**src/rtl/mnat_pkg.sv**
```systemverilog
// Shared types, widths and codes for the MIDI note activity tracker.
// Used by every module of the block; depends on nothing else.
package mnat_pkg;

    localparam int NOTES  = 128;
    localparam int NOTE_W = 7;
    localparam int VEL_W  = 7;
    localparam int CNT_W  = 8;
    localparam int GEN_W  = 32;
    localparam int ACT_W  = 2;
    localparam int OP_W   = 2;
    localparam int ADDR_W = (NOTES > 1) ? $clog2(NOTES) : 1;

    localparam int QDEPTH = 2;
    localparam int QPTR_W = (QDEPTH > 1) ? $clog2(QDEPTH) : 1;
    localparam int QCNT_W = $clog2(QDEPTH + 1);

    // Action codes as they arrive on the input port.
    localparam logic [ACT_W-1:0] ACT_ON      = 2'd0;
    localparam logic [ACT_W-1:0] ACT_OFF     = 2'd1;
    localparam logic [ACT_W-1:0] ACT_ALL_OFF = 2'd2;
    localparam logic [ACT_W-1:0] ACT_QUERY   = 2'd3;

    // Operation codes after classification by the front end.
    localparam logic [OP_W-1:0] OP_ON    = 2'd0;
    localparam logic [OP_W-1:0] OP_OFF   = 2'd1;
    localparam logic [OP_W-1:0] OP_CLEAR = 2'd2;
    localparam logic [OP_W-1:0] OP_QUERY = 2'd3;

    localparam logic [CNT_W-1:0] CNT_MAX = {CNT_W{1'b1}};

    typedef struct packed {
        logic [OP_W-1:0]   op;
        logic [NOTE_W-1:0] note;
        logic [VEL_W-1:0]  vel;
        logic              in_range;
    } cmd_t;

    typedef struct packed {
        logic [CNT_W-1:0] cnt;
        logic [VEL_W-1:0] vel;
        logic [GEN_W-1:0] gen;
    } entry_t;

    localparam entry_t ENTRY_RESET = '{cnt: '0, vel: '0, gen: GEN_W'(1)};

endpackage

```
**src/rtl/mnat_queue.sv**
```systemverilog
// Short command queue between the front end and the back end.
// Depends on mnat_pkg.
module mnat_queue (
    input  logic           clk,
    input  logic           rst_n,
    input  logic           push,
    input  mnat_pkg::cmd_t push_cmd,
    input  logic           pop,
    output mnat_pkg::cmd_t head_cmd,
    output logic           empty,
    output logic           full
);

    mnat_pkg::cmd_t slot_reg [mnat_pkg::QDEPTH];

    logic [mnat_pkg::QPTR_W-1:0] wptr_reg, wptr_next;
    logic [mnat_pkg::QPTR_W-1:0] rptr_reg, rptr_next;
    logic [mnat_pkg::QCNT_W-1:0] count_reg, count_next;

    assign empty    = (count_reg == '0);
    assign full     = (count_reg == mnat_pkg::QCNT_W'(mnat_pkg::QDEPTH));
    assign head_cmd = slot_reg[rptr_reg];

    always_comb
    begin
        wptr_next  = wptr_reg;
        rptr_next  = rptr_reg;
        count_next = count_reg;
        if (push)
        begin
            wptr_next = (wptr_reg == mnat_pkg::QPTR_W'(mnat_pkg::QDEPTH - 1)) ?
                        '0 : wptr_reg + 1'b1;
        end
        if (pop)
        begin
            rptr_next = (rptr_reg == mnat_pkg::QPTR_W'(mnat_pkg::QDEPTH - 1)) ?
                        '0 : rptr_reg + 1'b1;
        end
        if (push && !pop)
        begin
            count_next = count_reg + 1'b1;
        end
        else if (pop && !push)
        begin
            count_next = count_reg - 1'b1;
        end
    end

    always_ff @(posedge clk or negedge rst_n)
    begin
        if (!rst_n)
        begin
            wptr_reg  <= '0;
            rptr_reg  <= '0;
            count_reg <= '0;
        end
        else
        begin
            wptr_reg  <= wptr_next;
            rptr_reg  <= rptr_next;
            count_reg <= count_next;
        end
    end

    always_ff @(posedge clk)
    begin
        if (push)
        begin
            slot_reg[wptr_reg] <= push_cmd;
        end
    end

`ifndef SYNTH
    a_count_bound: assert property (@(posedge clk) disable iff (!rst_n)
        count_reg <= mnat_pkg::QCNT_W'(mnat_pkg::QDEPTH))
        else $error("queue fill count beyond depth");
`endif

endmodule

```
**config.mk**
```make
export PLATFORM = sky130hd
export DESIGN_NAME = mnat_queue
export DESIGN_NICKNAME = d
export VERILOG_FILES = /design/src/rtl/mnat_pkg.sv /design/src/rtl/mnat_queue.sv
export SDC_FILE = /design/constraint.sdc
export NUM_CORES = 1
export LEC_CHECK = 0
export ABC_AREA = 1
export BUFFER_PORTS_ARGS = -buffer_cell sky130_fd_sc_hd__buf_2
export CAP_MARGIN = 15
export CORE_MARGIN = 3
export CORE_UTILIZATION = 51
export CTS_CLUSTER_SIZE = 8
export DETAILED_ROUTE_END_ITERATION = 7
export HOLD_SLACK_MARGIN = 0.15
export PLACE_DENSITY = 0.89
export SLEW_MARGIN = 20
export SYNTH_ARGS = -nofsm -noshare
export SYNTH_HDL_FRONTEND = slang
export SYNTH_SLANG_ARGS = --single-unit
```
**constraint.sdc**
```tcl
create_clock -name clk -period 2.12 [get_ports clk]
set_input_delay 0.424 -clock clk [delete_from_list [all_inputs] [get_ports clk]]
set_output_delay 0.424 -clock clk [all_outputs]
set_load 0.005 [all_outputs]
```
==> reports/results.tsv, run 1 <==
stage	metric	value	unit
sta	max_slew_margin	56.02	%
worst_setup_path	worstReg2RegStart	wptr_reg	
global_routing	grt_pass1_vias	888	
synth	avgSynthCellArea	19.02	um2
synth	synthDistinctLibCells	14	
clocking	clk_pin_slew	110	ps
sta	finalHoldViolations	0	
sta	final_layout_worst_hold_slack	277.5	ps
routing	vias	792	
worst_setup_path	worst-endpoint-required	1700	ps
routing	routed_via_density	5.045	
global_routing	first_pass_grt_wire_length	3.746	mm
power	cellPowerDensity	1187	nW/um2
routing	drt_wl_total	2.376	mm
worst_setup_path	cp_top_family	buffers and inverters	
clocking	cts-buffers-inserted	5	
routing	topRoutingLayerUsed	met3	
synth	synthArstFlopShare	10.53	%
global_routing	grt_antenna_before_repair	0	
synth	synth_fp_nets	100	
sta	finalCriticalPeriod	1930	ps
flow_run	maxCapViolations	0	
sta	unrepaired_setup_endpoints_after_global_routing	no	
status	run_status	complete, no violations	
worst_setup_path	worstSetupPathType	reg2out	
sta	worst-slew-pin-transition	659.0	ps
final_layout	area_growth_syn_to_layout	19.81	%
die	core_area	2613	um2
clocking	max-clock-path-buffers	2	
final_layout	largest_register_ffs	34	
worst_setup_path	critPathMaxFanout	17	
final_layout	total_number_of_nets_in_the_final_design	148	
clocking	clock_tree.root_cell	clkbuf_4	
global_routing	globalRouteTotalUtil	14.71	%
clocking	cts_hold_buffers	1	
worst_setup_path	startpoint	rptr_reg	
global_routing	globalRouteOverflowTotal	0	
worst_setup_path	critical_path_arrival	1510	ps
synth	synth.ff_latch_count	38	
worst_hold_path	timing.hold.worst.class	in2reg	
die	starting_density_of_the_core	56.80	%
placed_design	place_worst_setup_slack	539.8	ps
worst_setup_path	end_kind	output pin	
routing	met3_wire_length	137	um
final_layout	antennaDiodeCount	0	
synth	synth.yosys.seq_area_share	75.55	%
placed_design	post_detail_place_hpwl	1.800	mm
clocking	cts_resized	0	
synth	synth_largest_area_cell	edfxtp_1	
routing	wirelength_met1	921	um
routing	detailedRoute.firstIterationViolations	31	
sta	setup_tns	0	ps
clocking	tritoncts	built	
die	top_level_ports	40	
synth	netlist_area	1484	um2
power	cellLeakagePower	0.7588	nW
worst_setup_path	crit_path_start_kind	flop	
clocking	clk_latency	330	ps
final_layout	ratio_of_cells_with_drive_above_1_in_the_final_layout	51.97	%
sta	worst_case_setup_margin_in_the_final_layout	190.0	ps
worst_hold_path	hold_path.startpoint	push_cmd[0]	
routing	wl_met2	1.317	mm
die	die_area	3593	um2
die	placementRows	18	
worst_setup_path	crit_path_top_delay_cell	dfrtp_1	
sta	clock-skew-final	11.32	ps
worst_setup_path	path_buf_inv	2	
routing	remaining_drc_errors	0	
sta	timing_max_transition_violations_final	0	
routing	postRouteAntennaNets	0	
sta	layout_worst_path_cycle_share	91.04	%
synth	synth.top_cell.area_share	68.80	%
synth	ys_dominant_reg_cell	edfxtp_1	
clocking	tritoncts_num_sinks	38	
sta	setup_viol	0	
power	power.total	2.110	mW
synth	synth_enable_flop_cells	34	
synth	post_synth_most_frequent_cells	edfxtp_1 (34), mux2_4 (9), mux2_2 (8)	
worst_setup_path	slowest_delay	390	ps
synth	warnings_synthesis	0	
routing	detail_route.wl_per_cell	15.13	um
power	worst_ir_drop_vdd	0.8688	mV
global_routing	grt_start_max_net_pins	18	
die	die_h	59.94	um
clocking	cts_max_level	2	
placed_design	globalplace.congestion	0.6984	
final_layout	fillCellCount	185	
clocking	post_cts.repair.setup_buffers	0	
routing	first_pass_iteration_count_of_the_detailed_router	4	
worst_setup_path	crit_path_cell_trace	buf_4, mux2_2, buf_2	
final_layout	finish.utilization	68.06	%
synth	yosys-top-cells-area	edfxtp_1 (69%), mux2_4 (9.1%), dfrtp_1 (6.7%), mux2_2 (6.1%), inv_1 (1.8%)	
placed_design	port_buffers	39	
synth	synth_cells	78	
die	fp.dieW	59.94	um
synth	synth.most_common_cell	edfxtp_1	
sta	maxClockFrequency	0.5181	GHz
-- logic make-up (layout without fill, tap and decap cells) --
kind of cell,count (synthesis),in the layout,synth area share [%]
flops,38,38,75.55
mux,17,17,15.18
simple gates,10,10,2.782
buf+inv,9,58,3.879
xor+xnor,3,3,1.771
fa+ha+maj,1,1,0.8430
-- final cells by class --
class / instances / area (um2) / share of cell area (%)
inverters: 7 / 26.28 / 1.478
clock inverters: 1 / 5.005 / 0.2815
clock buffers: 7 / 55.05 / 3.096
flip-flops and latches: 38 / 1121 / 63.05
repair buffers: 43 / 227.7 / 12.81
multi-input cells: 31 / 305.3 / 17.17
well taps: 30 / 37.54 / 2.111
-- per-layer routing --
metal  vias up  track usage, %
met4         0           3.797
met3         0           5.832
met2        24           26.85
li1        378               -
met5         -               0
met1       390           15.61
-- final timing paths --
| check | endpoint | slack (ps) | depth (start not counted) |
|---|---|---|---|
| hold reg to reg | rptr_reg | 500 | 1 |
| hold / removal | slot_reg[0][0] | 280 | 1 |
| min in group asynchronous | rptr_reg | 430 | 2 |
| max in group asynchronous | wptr_reg | 1570 | 2 |
| setup reg to reg | slot_reg[1][6] | 800 | 2 |
| setup / recovery | head_cmd[4] | 190 | 3 |
-- report_power, final --
| group | internal, mW | switching, mW | leakage (nW) | total [mW] |
|---|---|---|---|---|
| combinational | 0.363 | 0.299 | 0.357 | 0.662 |
| sequential | 1.00 | 0.0688 | 0.366 | 1.07 |
| clock | 0.161 | 0.215 | 0.0353 | 0.375 |
-- through the flow --
| stage | area (um2) | instances |
|---|---|---|
| after CTS | 1778 | 157 |
| after floorplan | 1484 | 78 |
| final | 1778 | 157 |
| after detailed placement | 1708 | 148 |
| after global placement | 1708 | 148 |
| after global routing | 1778 | 157 |
-- cells in the final DEF (no fill, tap or decap), drive strengths merged --
master	n
ha	1
nand2	5
dlygate4sd3	1
nor2	3
xnor2	1
buf	42
clkinv	1
xor2	2
nand3	1
mux2	17
inv	7
dfrtp	4
edfxtp	34
nand4	1
clkbuf	7
Power figures use the tool's default switching activity.
==> run 2, diff against run 1 <==
--- a/config.mk
+++ b/config.mk
@@ -8,12 +8,14 @@
 export ABC_AREA = 1
 export BUFFER_PORTS_ARGS = -buffer_cell sky130_fd_sc_hd__buf_2
 export CAP_MARGIN = 15
+export CELL_PAD_IN_SITES_DETAIL_PLACEMENT = 2
+export CELL_PAD_IN_SITES_GLOBAL_PLACEMENT = 2
 export CORE_MARGIN = 3
-export CORE_UTILIZATION = 51
+export CORE_UTILIZATION = 36
 export CTS_CLUSTER_SIZE = 8
 export DETAILED_ROUTE_END_ITERATION = 7
 export HOLD_SLACK_MARGIN = 0.15
-export PLACE_DENSITY = 0.89
+export PLACE_DENSITY = 0.88
 export SLEW_MARGIN = 20
 export SYNTH_ARGS = -nofsm -noshare
 export SYNTH_HDL_FRONTEND = slang
==> run 2 against run 1 <==
Net effect: cell count rose by 11%; utilization is 20 points lower; first-iteration DRC count increased by 3.2%; cell area increased by 2.5%; maximum frequency is 10% higher; worst hold slack improved by 48 ps; sequential cell count is the same; power increased by 5.2%; highest routed layer is now met4; largest cell class unchanged; critical path type unchanged; wire length is 25% higher; global-route usage down 1.4 points; clock power rose by 22%.
==> reports/results.tsv, run 2 (same netlist as run 1, synthesis figures left out) <==
stage	metric	value	unit	change
status	run_status	complete, no violations		unchanged
sta	setup_tns	0	ps	unchanged
worst_setup_path	worstSetupPathType	reg2out		unchanged
clocking	clock_tree.root_cell	clkbuf_8		was clkbuf_4
placed_design	port_buffers	39		unchanged
sta	clock-skew-final	5.830	ps	was 11.32 ps
sta	unrepaired_setup_endpoints_after_global_routing	no		unchanged
global_routing	grt_antenna_before_repair	0		unchanged
final_layout	area_growth_syn_to_layout	22.77	%	was 19.81%
sta	maxClockFrequency	0.5710	GHz	was 0.5181 GHz
die	core_area	3826	um2	was 2613 um2
routing	routed_via_density	4.537		was 5.045
sta	max_slew_margin	54.65	%	was 56.02%
die	die_h	70.20	um	was 59.94 um
worst_setup_path	end_kind	output pin		unchanged
power	cellLeakagePower	0.7658	nW	was 0.7588 nW
global_routing	globalRouteOverflowTotal	0		unchanged
global_routing	first_pass_grt_wire_length	4.843	mm	was 3.746 mm
final_layout	final_cell_mix	buf_2 (39), edfxtp_1 (34), mux2_4 (9)		unchanged
sta	setup_viol	0		unchanged
flow_run	maxCapViolations	0		unchanged
final_layout	ratio_of_cells_with_drive_above_1_in_the_final_layout	51.18	%	was 51.97%
die	placementRows	22		was 18
clocking	cts_max_level	2		unchanged
clocking	clk_latency	280	ps	was 330 ps
clocking	clk_pin_slew	70	ps	was 110 ps
routing	detailedRoute.firstIterationViolations	32		was 31
final_layout	layout.cells.most_common	buf_2		unchanged
routing	vias	794		was 792
routing	detail_route.wl_per_cell	17.03	um	was 15.13 um
die	top_level_ports	40		unchanged
sta	worst-slew-pin-transition	679.6	ps	was 659.0 ps
sta	final_layout_worst_hold_slack	325.7	ps	was 277.5 ps
clocking	post_cts.repair.setup_buffers	0		unchanged
clocking	cts_resized	0		unchanged
clocking	cts_hold_buffers	1		unchanged
worst_setup_path	crit_path_start_kind	flop		unchanged
worst_setup_path	critical_path_arrival	1330	ps	was 1510 ps
worst_hold_path	timing.hold.worst.class	in2reg		unchanged
worst_setup_path	critPathMaxFanout	10		was 17
placed_design	post_detail_place_hpwl	2.347	mm	was 1.800 mm
final_layout	antennaDiodeCount	0		unchanged
routing	first_pass_iteration_count_of_the_detailed_router	2		was 4
clocking	tritoncts	built		unchanged
global_routing	grt_pass1_vias	931		was 888
sta	layout_worst_path_cycle_share	82.61	%	was 91.04%
die	fp.dieW	70.20	um	was 59.94 um
die	starting_density_of_the_core	38.78	%	was 56.80%
global_routing	globalRouteTotalUtil	13.31	%	was 14.71%
sta	finalCriticalPeriod	1751	ps	was 1930 ps
clocking	cts-buffers-inserted	5		unchanged
routing	postRouteAntennaNets	0		unchanged
final_layout	largest_register_ffs	34		unchanged
power	worst_ir_drop_vdd	0.4709	mV	was 0.8688 mV
power	cellPowerDensity	1218	nW/um2	was 1187 nW/um2
routing	drt_wl_total	2.980	mm	was 2.376 mm
worst_setup_path	worst-endpoint-required	1700	ps	about the same
die	die_area	4928	um2	was 3593 um2
clocking	max-clock-path-buffers	2		unchanged
final_layout	total_number_of_nets_in_the_final_design	148		unchanged
placed_design	globalplace.congestion	0.6518		was 0.6984
sta	timing_max_transition_violations_final	0		unchanged
global_routing	grt_start_max_net_pins	18		unchanged
routing	remaining_drc_errors	0		unchanged
clocking	tritoncts_num_sinks	38		unchanged
sta	finalHoldViolations	0		unchanged
## run 2: area by class of cell
class	count	area, um2
Clock inverter	2	8.758
Clock buffer	6	72.57
Inverter	7	26.28
Timing Repair Buffer	43	227.7
Fill cell	383	2004
Tap cell	48	60.06
Multi-Input combinational cell	31	305.3
Sequential cell	38	1121
## run 2: worst paths after layout
path	start	end	slack (ps)	depth (start not counted)
max in group asynchronous	rst_n	rptr_reg	1520	2
worst max-delay path	rptr_reg	head_cmd[4]	370	3
worst min register to register	wptr_reg	wptr_reg	500	1
worst min-delay path	push_cmd[13]	slot_reg[1][13]	330	1
worst max register to register	wptr_reg	slot_reg[1][10]	800	2
min in group asynchronous	rst_n	count_reg[0]	470	2
## run 2: through the flow
stage | instance area [um2] | utilization, % | power (mW) | setup slack [ps] | std cells
after floorplan | 1484 | - | 1.549 | 541.9 | 78
after global placement | 1730 | 45.23 | 1.745 | 664.6 | 166
after detailed placement | 1730 | 45.23 | 1.802 | 618.2 | 166
after CTS | 1822 | 47.61 | 2.259 | 338.2 | 175
after global routing | 1822 | 47.61 | 2.349 | 296.2 | 175
final | 1822 | 47.61 | 2.219 | 368.6 | 175
## run 2: where the power goes
| group | leakage, nW | switching (mW) | total [mW] | internal (mW) |
|---|---|---|---|---|
| combinational | 0.357 | 0.320 | 0.690 | 0.370 |
| sequential | 0.366 | 0.0668 | 1.07 | 1.01 |
| clock | 0.0426 | 0.231 | 0.457 | 0.226 |
## run 2: worst max-delay path, cell delays in order (launching register included)
cell and delay, ps:
dfrtp_1 350, buf_4 220, mux2_2 350, buf_2 120
## run 2: metal layers
metal	track usage (%)	vias up	part of all wire, %
met1	13.38	390	36
li1	-	377	-
met3	4.173	6	4.5
met2	25.50	21	58
met5	0	-	0
met4	4.468	0	1.3
